--- src/rtl/brb_pkg.sv ---
// Shared constants and types for the byte ring buffer.
// Used by brb_front, brb_back, byte_ring_buffer and its testbench; depends on nothing.
package brb_pkg;

    localparam int CMD_W         = 3;
    localparam int DATA_W        = 8;
    localparam int CNT_W         = 6;
    localparam int CAP_W         = 9;
    localparam int DEPTH_DEF     = 256;
    localparam int MAX_COUNT_DEF = 32;

    // command codes as seen on the input and in the queue
    localparam logic [CMD_W-1:0] CMD_WRITE     = 3'd0;
    localparam logic [CMD_W-1:0] CMD_OVERWRITE = 3'd1;
    localparam logic [CMD_W-1:0] CMD_READ      = 3'd2;
    localparam logic [CMD_W-1:0] CMD_COPY      = 3'd3;
    localparam logic [CMD_W-1:0] CMD_SKIP      = 3'd4;
    localparam logic [CMD_W-1:0] CMD_ERASE     = 3'd5;
    localparam logic [CMD_W-1:0] CMD_NOP       = 3'd6;
    localparam logic [CMD_W-1:0] CMD_SPARE     = 3'd7;

    typedef struct packed {
        logic [CMD_W-1:0]  op;
        logic [DATA_W-1:0] data;
        logic [CNT_W-1:0]  amt;
    } brb_op_t;

endpackage

--- src/rtl/brb_front.sv ---
// Front end: accepts command beats, classifies them and holds them in a
// two-entry queue for the back end. Depends on brb_pkg.
module brb_front #(
    parameter int MAX_COUNT = brb_pkg::MAX_COUNT_DEF
) (
    input  logic                        clk,
    input  logic                        rst_n,
    input  logic                        in_valid,
    output logic                        in_stall,
    input  logic [brb_pkg::CMD_W-1:0]   command,
    input  logic [brb_pkg::DATA_W-1:0]  data_in,
    input  logic [brb_pkg::CNT_W-1:0]   amount,
    output logic                        q_valid,
    output brb_pkg::brb_op_t            q_op,
    input  logic                        q_pop
);
    import brb_pkg::*;

    brb_op_t    q_reg [2];
    logic       wr_ptr_reg;
    logic       rd_ptr_reg;
    logic [1:0] count_reg;
    logic [1:0] count_next;
    logic       push;
    brb_op_t    dec;

    // classify: unknown codes become no-ops, amount saturates
    always_comb
    begin
        dec.data = data_in;
        if ({1'b0, amount} > (CNT_W+1)'(MAX_COUNT))
            dec.amt = CNT_W'(MAX_COUNT);
        else
            dec.amt = amount;
        case (command)
            CMD_WRITE, CMD_OVERWRITE, CMD_READ, CMD_COPY, CMD_SKIP, CMD_ERASE:
                dec.op = command;
            default:
                dec.op = CMD_NOP;
        endcase
    end

    assign in_stall = (count_reg == 2'd2);
    assign push     = in_valid && !in_stall;
    assign q_valid  = (count_reg != 2'd0);
    assign q_op     = q_reg[rd_ptr_reg];

    always_comb
    begin
        count_next = count_reg;
        if (push && !(q_pop && q_valid))
            count_next = count_reg + 2'd1;
        else if (!push && q_pop && q_valid)
            count_next = count_reg - 2'd1;
    end

    always_ff @(posedge clk or negedge rst_n)
    begin
        if (!rst_n)
        begin
            wr_ptr_reg <= 1'b0;
            rd_ptr_reg <= 1'b0;
            count_reg  <= 2'd0;
        end
        else
        begin
            count_reg <= count_next;
            if (push)
                wr_ptr_reg <= ~wr_ptr_reg;
            if (q_pop && q_valid)
                rd_ptr_reg <= ~rd_ptr_reg;
        end
    end

    always_ff @(posedge clk)
    begin
        if (push)
            q_reg[wr_ptr_reg] <= dec;
    end

endmodule

--- src/rtl/brb_back.sv ---
// Back end: owns storage, positions, fill and capacity; carries out queued
// commands and drives the output register. Depends on brb_pkg.
module brb_back #(
    parameter int DEPTH = brb_pkg::DEPTH_DEF
) (
    input  logic                        clk,
    input  logic                        rst_n,
    input  logic                        capacity_we,
    input  logic [brb_pkg::CAP_W-1:0]   capacity,
    input  logic                        q_valid,
    input  brb_pkg::brb_op_t            q_op,
    output logic                        q_pop,
    output logic                        out_valid,
    input  logic                        out_stall,
    output logic [brb_pkg::DATA_W-1:0]  data_out,
    output logic                        has_data,
    output logic [brb_pkg::CNT_W-1:0]   done_count,
    output logic [brb_pkg::CAP_W-1:0]   fill_level,
    output logic                        last
);
    import brb_pkg::*;

    localparam int PTR_W   = (DEPTH > 1) ? $clog2(DEPTH) : 1;
    localparam int POS_W   = ((PTR_W > CAP_W) ? PTR_W : CAP_W) + 1;
    localparam int CAP_RST = (DEPTH < 256) ? DEPTH : 256;

    localparam logic ST_IDLE = 1'b0;
    localparam logic ST_READ = 1'b1;

    logic [DATA_W-1:0] mem [DEPTH];
    logic [DATA_W-1:0] rdata_reg;

    logic              state_reg, state_next;
    logic [CAP_W-1:0]  cap_reg, cap_next;
    logic [PTR_W-1:0]  wp_reg, wp_next;
    logic [PTR_W-1:0]  rp_reg, rp_next;
    logic [CAP_W-1:0]  held_reg, held_next;
    logic [PTR_W-1:0]  pos_reg, pos_next;
    logic [CNT_W-1:0]  n_reg, n_next;
    logic [CNT_W-1:0]  cnt_reg, cnt_next;
    logic              is_read_reg, is_read_next;
    logic [CAP_W-1:0]  fill_reg, fill_next;

    logic              out_valid_reg;
    logic [DATA_W-1:0] out_data_reg, out_data_next;
    logic              out_has_reg, out_has_next;
    logic [CNT_W-1:0]  out_done_reg, out_done_next;
    logic [CAP_W-1:0]  out_fill_reg, out_fill_next;
    logic              out_last_reg, out_last_next;
    logic              out_load;
    logic              out_free;

    logic              wr_en;
    logic              rd_en;
    logic [PTR_W-1:0]  rd_addr;

    logic [CNT_W-1:0]  n_avail;
    logic [POS_W-1:0]  cap_x, wp_x, rp_x, pos_x, n_x;
    logic [POS_W-1:0]  wp_inc, rp_inc, pos_inc, rp_sum;
    logic [POS_W-1:0]  wp_adv, rp_adv, pos_adv, rp_skip, wp_back;
    logic [POS_W-1:0]  cap_in_x;
    logic [CAP_W-1:0]  cap_clamped;

    assign out_free = !out_valid_reg || !out_stall;

    // bytes actually available to a multi-byte command
    assign n_avail = ({{(CAP_W-CNT_W){1'b0}}, q_op.amt} < held_reg)
                   ? q_op.amt : held_reg[CNT_W-1:0];

    assign cap_x  = POS_W'(cap_reg);
    assign wp_x   = POS_W'(wp_reg);
    assign rp_x   = POS_W'(rp_reg);
    assign pos_x  = POS_W'(pos_reg);
    assign n_x    = POS_W'(n_avail);

    // wrap at capacity, not at the storage depth
    assign wp_inc  = wp_x + POS_W'(1);
    assign rp_inc  = rp_x + POS_W'(1);
    assign pos_inc = pos_x + POS_W'(1);
    assign wp_adv  = (wp_inc >= cap_x) ? '0 : wp_inc;
    assign rp_adv  = (rp_inc >= cap_x) ? '0 : rp_inc;
    assign pos_adv = (pos_inc >= cap_x) ? '0 : pos_inc;
    assign rp_sum  = rp_x + n_x;
    assign rp_skip = (rp_sum >= cap_x) ? rp_sum - cap_x : rp_sum;
    assign wp_back = (wp_x >= n_x) ? wp_x - n_x : wp_x + cap_x - n_x;

    assign cap_in_x = POS_W'(capacity);
    always_comb
    begin
        if (capacity == '0)
            cap_clamped = CAP_W'(1);
        else if (cap_in_x > POS_W'(DEPTH))
            cap_clamped = CAP_W'(DEPTH);
        else
            cap_clamped = capacity;
    end

    always_comb
    begin
        state_next    = state_reg;
        cap_next      = cap_reg;
        wp_next       = wp_reg;
        rp_next       = rp_reg;
        held_next     = held_reg;
        pos_next      = pos_reg;
        n_next        = n_reg;
        cnt_next      = cnt_reg;
        is_read_next  = is_read_reg;
        fill_next     = fill_reg;
        q_pop         = 1'b0;
        wr_en         = 1'b0;
        rd_en         = 1'b0;
        rd_addr       = rp_reg;
        out_load      = 1'b0;
        out_data_next = '0;
        out_has_next  = 1'b0;
        out_done_next = '0;
        out_fill_next = held_reg;
        out_last_next = 1'b1;

        case (state_reg)
            ST_IDLE:
            begin
                if (q_valid && out_free)
                begin
                    q_pop    = 1'b1;
                    out_load = 1'b1;
                    case (q_op.op)
                        CMD_WRITE:
                        begin
                            if (held_reg < cap_reg)
                            begin
                                wr_en         = 1'b1;
                                wp_next       = PTR_W'(wp_adv);
                                held_next     = held_reg + CAP_W'(1);
                                out_done_next = CNT_W'(1);
                            end
                        end
                        CMD_OVERWRITE:
                        begin
                            wr_en         = 1'b1;
                            wp_next       = PTR_W'(wp_adv);
                            out_done_next = CNT_W'(1);
                            // full: drop the oldest byte, fill stays
                            if (held_reg >= cap_reg)
                                rp_next = PTR_W'(rp_adv);
                            else
                                held_next = held_reg + CAP_W'(1);
                        end
                        CMD_READ, CMD_COPY:
                        begin
                            if (n_avail != '0)
                            begin
                                out_load     = 1'b0;
                                rd_en        = 1'b1;
                                rd_addr      = rp_reg;
                                pos_next     = rp_reg;
                                n_next       = n_avail;
                                cnt_next     = '0;
                                is_read_next = (q_op.op == CMD_READ);
                                fill_next    = (q_op.op == CMD_READ)
                                             ? held_reg - CAP_W'(n_avail) : held_reg;
                                state_next   = ST_READ;
                            end
                        end
                        CMD_SKIP:
                        begin
                            rp_next       = PTR_W'(rp_skip);
                            held_next     = held_reg - CAP_W'(n_avail);
                            out_done_next = n_avail;
                        end
                        CMD_ERASE:
                        begin
                            wp_next       = PTR_W'(wp_back);
                            held_next     = held_reg - CAP_W'(n_avail);
                            out_done_next = n_avail;
                        end
                        default:
                        begin
                        end
                    endcase
                    out_fill_next = held_next;
                end
            end
            ST_READ:
            begin
                if (out_free)
                begin
                    out_load      = 1'b1;
                    out_data_next = rdata_reg;
                    out_has_next  = 1'b1;
                    out_done_next = cnt_reg + CNT_W'(1);
                    out_fill_next = fill_reg;
                    out_last_next = (cnt_reg + CNT_W'(1) == n_reg);
                    cnt_next      = cnt_reg + CNT_W'(1);
                    pos_next      = PTR_W'(pos_adv);
                    if (out_last_next)
                    begin
                        if (is_read_reg)
                        begin
                            rp_next   = PTR_W'(pos_adv);
                            held_next = fill_reg;
                        end
                        state_next = ST_IDLE;
                    end
                    else
                    begin
                        // fetch the next byte while this one goes out
                        rd_en   = 1'b1;
                        rd_addr = PTR_W'(pos_adv);
                    end
                end
            end
            default:
            begin
                state_next = ST_IDLE;
            end
        endcase

        if (capacity_we)
        begin
            cap_next  = cap_clamped;
            wp_next   = '0;
            rp_next   = '0;
            held_next = '0;
        end
    end

    always_ff @(posedge clk or negedge rst_n)
    begin
        if (!rst_n)
        begin
            state_reg     <= ST_IDLE;
            cap_reg       <= CAP_W'(CAP_RST);
            wp_reg        <= '0;
            rp_reg        <= '0;
            held_reg      <= '0;
            pos_reg       <= '0;
            n_reg         <= '0;
            cnt_reg       <= '0;
            is_read_reg   <= 1'b0;
            fill_reg      <= '0;
            out_valid_reg <= 1'b0;
        end
        else
        begin
            state_reg   <= state_next;
            cap_reg     <= cap_next;
            wp_reg      <= wp_next;
            rp_reg      <= rp_next;
            held_reg    <= held_next;
            pos_reg     <= pos_next;
            n_reg       <= n_next;
            cnt_reg     <= cnt_next;
            is_read_reg <= is_read_next;
            fill_reg    <= fill_next;
            if (out_load)
                out_valid_reg <= 1'b1;
            else if (!out_stall)
                out_valid_reg <= 1'b0;
        end
    end

    always_ff @(posedge clk)
    begin
        if (out_load)
        begin
            out_data_reg <= out_data_next;
            out_has_reg  <= out_has_next;
            out_done_reg <= out_done_next;
            out_fill_reg <= out_fill_next;
            out_last_reg <= out_last_next;
        end
    end

    always_ff @(posedge clk)
    begin
        if (wr_en)
            mem[wp_reg] <= q_op.data;
        if (rd_en)
            rdata_reg <= mem[rd_addr];
    end

    assign out_valid  = out_valid_reg;
    assign data_out   = out_data_reg;
    assign has_data   = out_has_reg;
    assign done_count = out_done_reg;
    assign fill_level = out_fill_reg;
    assign last       = out_last_reg;

endmodule

--- src/rtl/byte_ring_buffer.sv ---
// Byte ring buffer top level: front end and queue, back end with storage.
// Each command beat passes the front queue, its result the output register;
// a read or copy reads storage through a registered port, then gives one
// byte per cycle unless the output stalls. The back end takes one single-result
// command per cycle unless stalled, and none until a read or copy ends.
// Reset clears positions, fill and queue and sets capacity to min(256, DEPTH);
// storage is not cleared. Depends on brb_pkg, brb_front and brb_back.
module byte_ring_buffer #(
    parameter int DEPTH     = brb_pkg::DEPTH_DEF,
    parameter int MAX_COUNT = brb_pkg::MAX_COUNT_DEF
) (
    input  logic                        clk,
    input  logic                        rst_n,
    input  logic                        capacity_we,
    input  logic [brb_pkg::CAP_W-1:0]   capacity,
    input  logic                        in_valid,
    output logic                        in_stall,
    input  logic [brb_pkg::CMD_W-1:0]   command,
    input  logic [brb_pkg::DATA_W-1:0]  data_in,
    input  logic [brb_pkg::CNT_W-1:0]   amount,
    output logic                        out_valid,
    input  logic                        out_stall,
    output logic [brb_pkg::DATA_W-1:0]  data_out,
    output logic                        has_data,
    output logic [brb_pkg::CNT_W-1:0]   done_count,
    output logic [brb_pkg::CAP_W-1:0]   fill_level,
    output logic                        last
);
    import brb_pkg::*;

    logic    q_valid;
    logic    q_pop;
    brb_op_t q_op;

    brb_front #(
        .MAX_COUNT (MAX_COUNT)
    ) u_front (
        .clk      (clk),
        .rst_n    (rst_n),
        .in_valid (in_valid),
        .in_stall (in_stall),
        .command  (command),
        .data_in  (data_in),
        .amount   (amount),
        .q_valid  (q_valid),
        .q_op     (q_op),
        .q_pop    (q_pop)
    );

    brb_back #(
        .DEPTH (DEPTH)
    ) u_back (
        .clk         (clk),
        .rst_n       (rst_n),
        .capacity_we (capacity_we),
        .capacity    (capacity),
        .q_valid     (q_valid),
        .q_op        (q_op),
        .q_pop       (q_pop),
        .out_valid   (out_valid),
        .out_stall   (out_stall),
        .data_out    (data_out),
        .has_data    (has_data),
        .done_count  (done_count),
        .fill_level  (fill_level),
        .last        (last)
    );

    // a delivered byte always counts itself
    a_byte_counted: assert property (@(posedge clk) disable iff (!rst_n)
        out_valid && has_data |-> done_count != '0)
        else $error("delivered byte with zero count");

    // a beat without data is always the only, hence final, result
    a_plain_last: assert property (@(posedge clk) disable iff (!rst_n)
        out_valid && !has_data |-> last)
        else $error("result without data not marked last");

    a_fill_bound: assert property (@(posedge clk) disable iff (!rst_n)
        out_valid |-> int'(fill_level) <= DEPTH)
        else $error("fill level beyond storage depth");

    // pop only while the queue holds a beat
    a_queue_pop: assert property (@(posedge clk) disable iff (!rst_n)
        q_pop |-> q_valid)
        else $error("queue popped while empty");

endmodule

--- config.mk ---
export PLATFORM = sky130hd
export DESIGN_NAME = byte_ring_buffer
export DESIGN_NICKNAME = d
export VERILOG_FILES = /design/src/rtl/brb_pkg.sv /design/src/rtl/brb_front.sv /design/src/rtl/brb_back.sv /design/src/rtl/byte_ring_buffer.sv
export SDC_FILE = /design/constraint.sdc
export NUM_CORES = 2
export LEC_CHECK = 0
export ABC_AREA = 1
export BUFFER_PORTS_ARGS = -buffer_cell sky130_fd_sc_hd__buf_2
export CAP_MARGIN = 20
export CORE_UTILIZATION = 50
export CTS_CLUSTER_SIZE = 28
export DETAILED_ROUTE_END_ITERATION = 10
export GPL_ROUTABILITY_DRIVEN = 1
export PLACE_DENSITY = 0.68
export REMOVE_ABC_BUFFERS = 1
export SYNTH_ARGS = -nofsm -noshare
export SYNTH_HDL_FRONTEND = slang
export SYNTH_SLANG_ARGS = --single-unit
--- constraint.sdc ---
create_clock -name clk -period 5.5 [get_ports clk]
set_input_delay 0.275 -clock clk [delete_from_list [all_inputs] [get_ports clk]]
set_output_delay 0.275 -clock clk [all_outputs]
set_load 0.02 [all_outputs]
# After elaboration in Yosys (flattened, before gate mapping)
# Memory sizes are Yosys's and may differ from the RTL's. A register that Yosys moved wholly into a read port is not among the register bits.
# Index checks and enable logic that the tools add are counted.
totals:
  register_bits: 95
  ram_bits: 2082
  input_bits: 31
  output_inout_bits: 27
  word_cells: 181
  mem_count: 2
mem_list:
  columns: ["name", "depth", "word_bits", "read_ports", "rd_clocked_by_memory_dff", "write_ports", "line", "rtl"]
  rows:
  - ["u_back.mem", 256, 8, 1, 1, 1, "brb_back.sv:30", "logic [DATA_W-1:0] mem [DEPTH];"]
  - ["u_front.q_reg", 2, 17, 1, 0, 1, "brb_front.sv:19", "brb_op_t q_reg [2];"]
op_classes:
  addsub: 13
  n_lt_le_gt_ge: 10
  eq_ne: 25
  muxes: 80
  n_bitwise: 3
  reduce_logical: 29
ops:
  columns: ["operator", "n"]
  rows:
  - ["8-bit two-way mux", 21]
  - ["9-bit two-way mux", 11]
  - ["8-bit one-hot mux with 2 select lines", 4]
  - ["6-bit two-way mux", 8]
  - ["9-bit >= comparator", 5]
  - ["9-bit one-hot mux with 2 select lines", 2]
  - ["8-bit by 1-bit adder with 9-bit output (second input constant)", 3]
  - ["9-bit one-hot mux with 3 select lines", 1]
  - ["6-bit one-hot mux with 2 select lines", 2]
  - ["8-bit one-hot mux with 3 select lines", 1]
  - ["1-bit two-way mux", 22]
  - ["6-bit one-hot mux with 3 select lines", 1]
  - ["8-bit by 6-bit subtractor with 8-bit output", 2]
  - ["3-bit by 2-bit equality test with 1-bit output (second input constant)", 4]
  - ["3-bit equality test (second input constant)", 4]
  - ["4-bit AND reduction", 3]
  - ["8-bit by 6-bit adder with 9-bit output", 1]
  - ["9-bit by 1-bit adder with 9-bit output (second input constant)", 1]
  - ["9-bit greater-than comparator (second input constant)", 1]
  - ["9-bit zero test", 1]
  - ["6-bit by 9-bit < comparator with 1-bit output", 1]
  - ["9-bit < comparator", 1]
  - ["3-bit inequality test (second input constant)", 3]
  - ["9-bit by 6-bit subtractor with 9-bit output", 1]
  - ["other kinds (31)", 56]

# Longest topological paths before layout
# An unclocked memory read counts as a cell.
logic_depth:
  ltp_word: 10
  depth_mapped: 32
  mapped_depth_nobuf: 29

# By module
# A second synthesis with hierarchy kept.
hier_totals:
  cells_unflattened: 9197
  area_unflattened_um2: 99535.5
modules_own_cells:
  columns: ["mod", "instances", "cells_per_inst", "area_per_inst_um2", "seq_area_each_um2"]
  rows:
  - ["brb_back", 1, 9063, 98001.5, 64142.8]
  - ["brb_front", 1, 134, 1534.0, 1121.1]

# Worst setup path after synthesis
# Ideal clock, no wire load.
synth_path:
  path_kind: "reg-to-reg"
  startpoint: "register u_front.rd_ptr_reg"
  endpoint: "register u_back.rp_reg[5]"
  setup_ns: 0.132
  arrival_ns: 5.280
  t_required_ns: 5.368
  slack_ns: 0.088
  stages_incl_launch_ff: 31
  path_buffers: 4
  synth_period_minus_slack_ns: 5.412
  path_cell_list: "dfrtp_1 -> buf_4 -> clkbuf_1 -> mux2i_1 -> inv_1 -> ha_1 -> nand2_1 -> nor3_1 -> nand3_1 -> nand3_1 -> buf_2 -> o21ai_0 -> ha_1 -> inv_1 -> fa_1 -> o21ai_0 -> a21oi_1 -> o21ai_0 -> xor2_1 -> inv_1 -> ha_1 -> nand4_1 -> nor4_1 -> a211o_1 -> a31oi_1 -> clkbuf_1 -> o21ai_0 -> nand3_1 -> nand2_1 -> nand2_1 -> o21ai_0"
synth_between:
  elab_chain_len: 10
  elab_cells_between_ends: 16
  classes_between: "2 x add/sub; 2 x order compare; 4 x eq/ne; 6 x mux; 1 x reduce/logical; 1 x memory"
synth_rtl:
  columns: ["element", "line", "rtl"]
  rows:
  - ["from (decl)", "brb_front.sv:21", "logic rd_ptr_reg;"]
  - ["from (signal assigned)", "brb_front.sv:71", "rd_ptr_reg <= ~rd_ptr_reg;"]
  - ["memory read 2 x 17 bit *", null, null]
  - ["6-bit by 9-bit < comparator with 1-bit output", "brb_back.sv:67", "assign n_avail = ({{(CAP_W-CNT_W){1'b0}}, q_op.amt} < held_reg)"]
  - ["6-bit two-way mux *", "brb_back.sv:68", "? q_op.amt : held_reg[CNT_W-1:0];"]
  - ["named net u_back.n_avail[0]", "brb_back.sv:57", "logic [CNT_W-1:0] n_avail;"]
  - ["8-bit by 6-bit adder with 9-bit output *", "brb_back.sv:83", "assign rp_sum = rp_x + n_x;"]
  - ["8-bit subtractor / 9-bit >= comparator (equally long branches)", "brb_back.sv:84", "assign rp_skip = (rp_sum >= cap_x) ? rp_sum - cap_x : rp_sum;"]
  - ["8-bit two-way mux *", "brb_back.sv:84", null]
  - ["8-bit one-hot mux with 2 select lines *", "brb_back.sv:128", "case (q_op.op)"]
  - ["8-bit two-way mux *", "brb_back.sv:124", "if (q_valid && out_free)"]
  - ["8-bit one-hot mux with 2 select lines *", "brb_back.sv:121", "case (state_reg)"]
  - ["8-bit two-way mux *", "brb_back.sv:220", "if (capacity_we)"]
  - ["to (signal assigned)", "brb_back.sv:250", "rp_reg <= rp_next;"]
  - ["to (decl)", "brb_back.sv:36", "logic [PTR_W-1:0] rp_reg, rp_next;"]
# The timed path passes the listed nets; every way through them passes the cells marked *. The select of a mux whose other input is x is not followed.
# A chain may end at the register's enable or synchronous reset.

# Worst setup path after layout
layout_path:
  startpoint: "register u_back.pos_reg[0]"
  endpoint: "register u_back.rdata_reg[0] (read register of u_back.mem) (data pin)"
layout_between:
  elab_chain_len: 6
layout_rtl:
  columns: ["element", "line", "rtl"]
  rows:
  - ["from (decl)", "brb_back.sv:38", "logic [PTR_W-1:0] pos_reg, pos_next;"]
  - ["from (signal assigned)", "brb_back.sv:252", "pos_reg <= pos_next;"]
  - ["8-bit by 1-bit adder with 9-bit output *", "brb_back.sv:79", "assign pos_inc = pos_x + POS_W'(1);"]
  - ["9-bit >= comparator", "brb_back.sv:82", "assign pos_adv = (pos_inc >= cap_x) ? '0 : pos_inc;"]
  - ["8-bit two-way mux *", "brb_back.sv:82", null]
  - ["8-bit two-way mux *", "brb_back.sv:197", "if (out_last_next)"]
  - ["8-bit two-way mux *", "brb_back.sv:187", "if (out_free)"]
  - ["8-bit one-hot mux with 2 select lines *", "brb_back.sv:121", null]
  - ["to (decl)", "brb_back.sv:31", "logic [DATA_W-1:0] rdata_reg;"]
# Mark *: on every way between the ends. The rest lies on a longest branch, timed or not.

==> flow_metrics.py <==
metrics = {
    "setup_path": {
        "path_max_fanout": 34,
        "cpPeakStageDelay_ps": 410,
        "slowest_stage": "dfrtp_1",
        "crit_required_ps": 6110,
        "crit_type": "reg -> reg",
        "cp-start-kind": "flip-flop",
        "path_delay_family": "simple AND/OR/NAND/NOR gates",
        "crit_buf_inv": 5,
        "worstPathArrival_ps": 5750,
        "path_common_cell": "nand3_1",
        "end_kind": "flip-flop",
    },
    "finish": {
        "diodes": 0,
        "fin_nets": 10120,
        "area_growth_syn_to_layout_pct": 12.86,
        "finalNonFillerCells": 12800,
        "final_util_pct": 57.05,
        "largest_reg_flops": 2048,
        "drive_gt1_share_pct": 8.216,
    },
    "pwr": {
        "p_int_w": 0.03957,
        "power_w": 0.07143,
        "p_clk_share_pct": 20.8,
        "pwr-share-comb_pct": 49.1,
        "p_sw_w": 0.03186,
        "seqPwrFrac_pct": 30.1,
        "switching_share_pct": 44.60,
        "p_per_area_nw_per_um2": 639.4,
        "leakage_nw": 46.36,
        "peakVddDrop_mv": 0.5524,
    },
    "floorplanning": {
        "fp-row-count": 162,
        "core_area_sq_um": 195800,
        "io_pins": 58,
        "die_w_um": 446.9,
        "start_util_pct": 50.55,
        "die_area_sq_um": 199800,
        "fp.dieH_um": 446.9,
    },
    "timing": {
        "slew_violations": 0,
        "rsz0062_at_grt": "false",
        "period_share_pct": 93.30,
        "hold_viol": 0,
        "setup_viol_count_final": 0,
        "clock.fmax_mhz": 194.9,
        "tightest_slew_ps": 1021,
        "period_needed_ps": 5132,
        "relSlewSlack_pct": 31.94,
        "fin_skew_ps": 51.55,
    },
    "route": {
        "vias": 70320,
        "drtIter0Drc": 9204,
        "wl_mm": 275.0,
        "via_per_inst": 5.494,
        "avgRoutedWirePerCell_um": 21.48,
        "drcViolationCount": 0,
        "ant_nets": 0,
        "dr.pass1.iters": 8,
    },
    "clock_network": {
        "clkTransAtPathRegs_ps": 70,
        "clockBufferDepth": 3,
        "root_buffer": "clkbuf_16",
        "clock_latency_ps": 890,
        "cts_tree": "built",
        "cts_buffers": 217,
        "cts.sinks": 2185,
        "cts_max_level": 4,
    },
    "placement": {
        "hpwl_mm": 163.7,
        "port_buffers": 57,
        "routabilityCongestion": 0.9456,
        "dp.cells": 12350,
    },
    "yosys": {
        "synth_warnings": 0,
        "synth_largest_area_cell": "edfxtp_1",
        "synth_top_cell_area_share_pct": 64.16,
        "ys_ff_latch": 2185,
        "synth-edff-count": 2115,
        "synth_area_per_cell_sq_um": 10.12,
        "synthFlopType": "edfxtp_1",
        "synthCells": 9778,
        "synthTopCellsByArea": "edfxtp_1 64%, nand2_1 9.9%, nand3_1 9.2%, inv_1 6.3%, dfrtp_1 1.7%",
        "ys_seq_area_share_pct": 65.93,
        "post_synth_instance_area_sq_um": 98980,
        "synth.distinct_cells": 55,
        "synthArstFlopShare_pct": 3.204,
    },
    "global_route": {
        "grt_remaining_overflow": 0,
        "grt_pass1_wl_mm": 415.2,
        "groute.usage.overall_pct": 27.50,
        "grt_pass1_vias": 68380,
        "antenna_found_initial": 6,
        "grt_max_degree": 150,
    },
    "run_status": {
        "status": "finished, final reports clean",
    },
    "job": {
        "drv_cap": 0,
    },
    "hold_path": {
        "hp-class": "in -> reg",
    },
}
==> cells in the mapped netlist (3+ instances only) <==
master	n
nand2_1	2603
edfxtp_1	2115
nand3_1	1816
inv_1	1664
nor2_1	358
buf_2	340
o21ai_0	208
clkbuf_1	100
ha_1	86
a21oi_1	79
o211ai_1	74
dfrtp_1	69
xor2_1	37
buf_4	33
buf_1	21
buf_6	20
nor3_1	14
o22ai_1	14
xnor2_1	12
fa_1	10
nand2_2	10
a21boi_0	9
nand4_1	9
o2111ai_1	9
a31oi_1	6
mux2i_1	6
nand3b_1	5
nor4_1	5
inv_2	3
nor2_2	3
o21ai_2	3
o21bai_1	3
o221ai_1	3
or2_2	3
==> power groups by stage <==
stage | logic [W] | clock network (W) | registers, W
floorplan | 0.0182 | 0 | 0.0227
global placement | 0.0339 | 0 | 0.0218
detailed placement | 0.0343 | 0 | 0.0218
CTS | 0.0345 | 0.0150 | 0.0215
global route | 0.0378 | 0.0156 | 0.0215
finish | 0.0351 | 0.0149 | 0.0215
==> final cells by class <==
| cell class | instances | area (sq um) |
|---|---|---|
| Fill cell | 16270 | 84090 |
| Clock inverter | 135 | 1418 |
| Multi-Input combinational cell | 5410 | 25040 |
| Tap cell | 2624 | 3283 |
| Clock buffer | 268 | 5683 |
| Timing Repair Buffer | 508 | 4750 |
| Inverter | 1669 | 6275 |
| Sequential cell | 2185 | 65270 |
==> worst register-to-register path: stages, from the launching register on <==
cell	delay, ps
dfrtp_1	410
inv_1	110
nor3_1	270
nand3_1	180
nand3b_1	210
xor2_1	190
ha_1	280
nand2_1	90
inv_1	60
a21oi_1	170
nand4_2	220
nor2_1	290
nand3_4	140
nand2_4	230
buf_12	230
buf_12	250
buf_4	230
nand2_1	70
nand3_1	70
nand3_1	110
nand3_1	200
nand3_1	240
nand3_1	160
nand3_1	140
nand3_1	280
nand2_1	80
==> per-stage QoR <==
| stage | setup WS (ps) | hold slack [ps] | instance area (sq um) | setup TNS, ps |
|---|---|---|---|---|
| 2_1_floorplan | -16020 | -20.59 | 96360 | -128340 |
| 3_3_place_gp | 83.04 | 467.6 | 104100 | 0 |
| 3_5_place_dp | 206.0 | 477.2 | 104100 | 0 |
| 4_1_cts | 173.7 | 47.12 | 111700 | 0 |
| 5_1_grt | 20.94 | 107.7 | 111700 | 0 |
| 6_report | 368.5 | 83.98 | 111700 | 0 |
==> final timing paths <==
path	slack, ps	depth (start not counted)	startpoint	to
worst min-delay path	80	3	out_stall	u_back.out_valid$_DFFE_PN0P_
max in group asynchronous	4550	3	rst_n	u_front.rd_ptr_reg$_DFFE_PN0P_
min in group asynchronous	200	3	rst_n	u_back.cap_reg[7]$_DFFE_PN0P_
worst max register to register	370	25	u_back.pos_reg[0]$_DFFE_PN0P_	u_back.rdata_reg[0]$_DFFE_PP_
worst max-delay path	370	25	u_back.pos_reg[0]$_DFFE_PN0P_	u_back.rdata_reg[0]$_DFFE_PP_
worst min register to register	500	2	u_back.is_read_reg$_DFFE_PN0P_	u_back.is_read_reg$_DFFE_PN0P_
==> logic make-up (layout without fill, tap and decap cells) <==
group,count (synthesis),after routing,synth area share (%)
simple gates,4834,4834,20.78
flops,2185,2185,65.93
buf+inv,2183,2580,8.985
compound gates,424,424,2.503
fa+ha+maj,96,96,1.289
xor+xnor,49,49,0.4336
mux,7,7,0.07205
==> metal layers <==
layer	GRT usage, %	vias up	routed length (um)
met5	0	-	88
met4	11.38	12	12290
met3	4.885	645	27030
met2	43.80	3459	127000
met1	37.32	33590	108500
li1	-	32610	-
==> placed cells by master, fill, tap and decap left out, types with 5 or more instances in the layout <==
cell type,count
nand3_1,1808
clkinv_2,37
nor3_1,14
o21ai_0,203
o2111ai_1,9
fa_1,10
nand3_2,7
mux2i_1,6
xor2_1,37
dlygate4sd3_1,43
a21oi_1,79
a31oi_1,6
clkinvlp_4,10
nor4_1,5
dfrtp_1,68
clkbuf_1,46
buf_4,329
o211ai_1,74
nand2_4,11
nor2_1,358
nand2_1,2585
nand4_1,9
nand2_2,17
edfxtp_1,2115
clkinv_1,51
nand3b_1,5
clkbuf_16,218
o22ai_1,14
inv_1,1663
buf_2,57
o21ai_4,6
a21boi_0,9
inv_16,5
buf_12,77
ha_1,86
bufinv_16,22
xnor2_1,12
==> timing repair <==
action                     CTS  global route
setup buffers                0             2
resized for setup            0             6
hold buffers                43             0
hold endpoints to repair   119             0
setup endpoints to repair    0            15
Note: power is estimated with default switching activity, not from simulation.
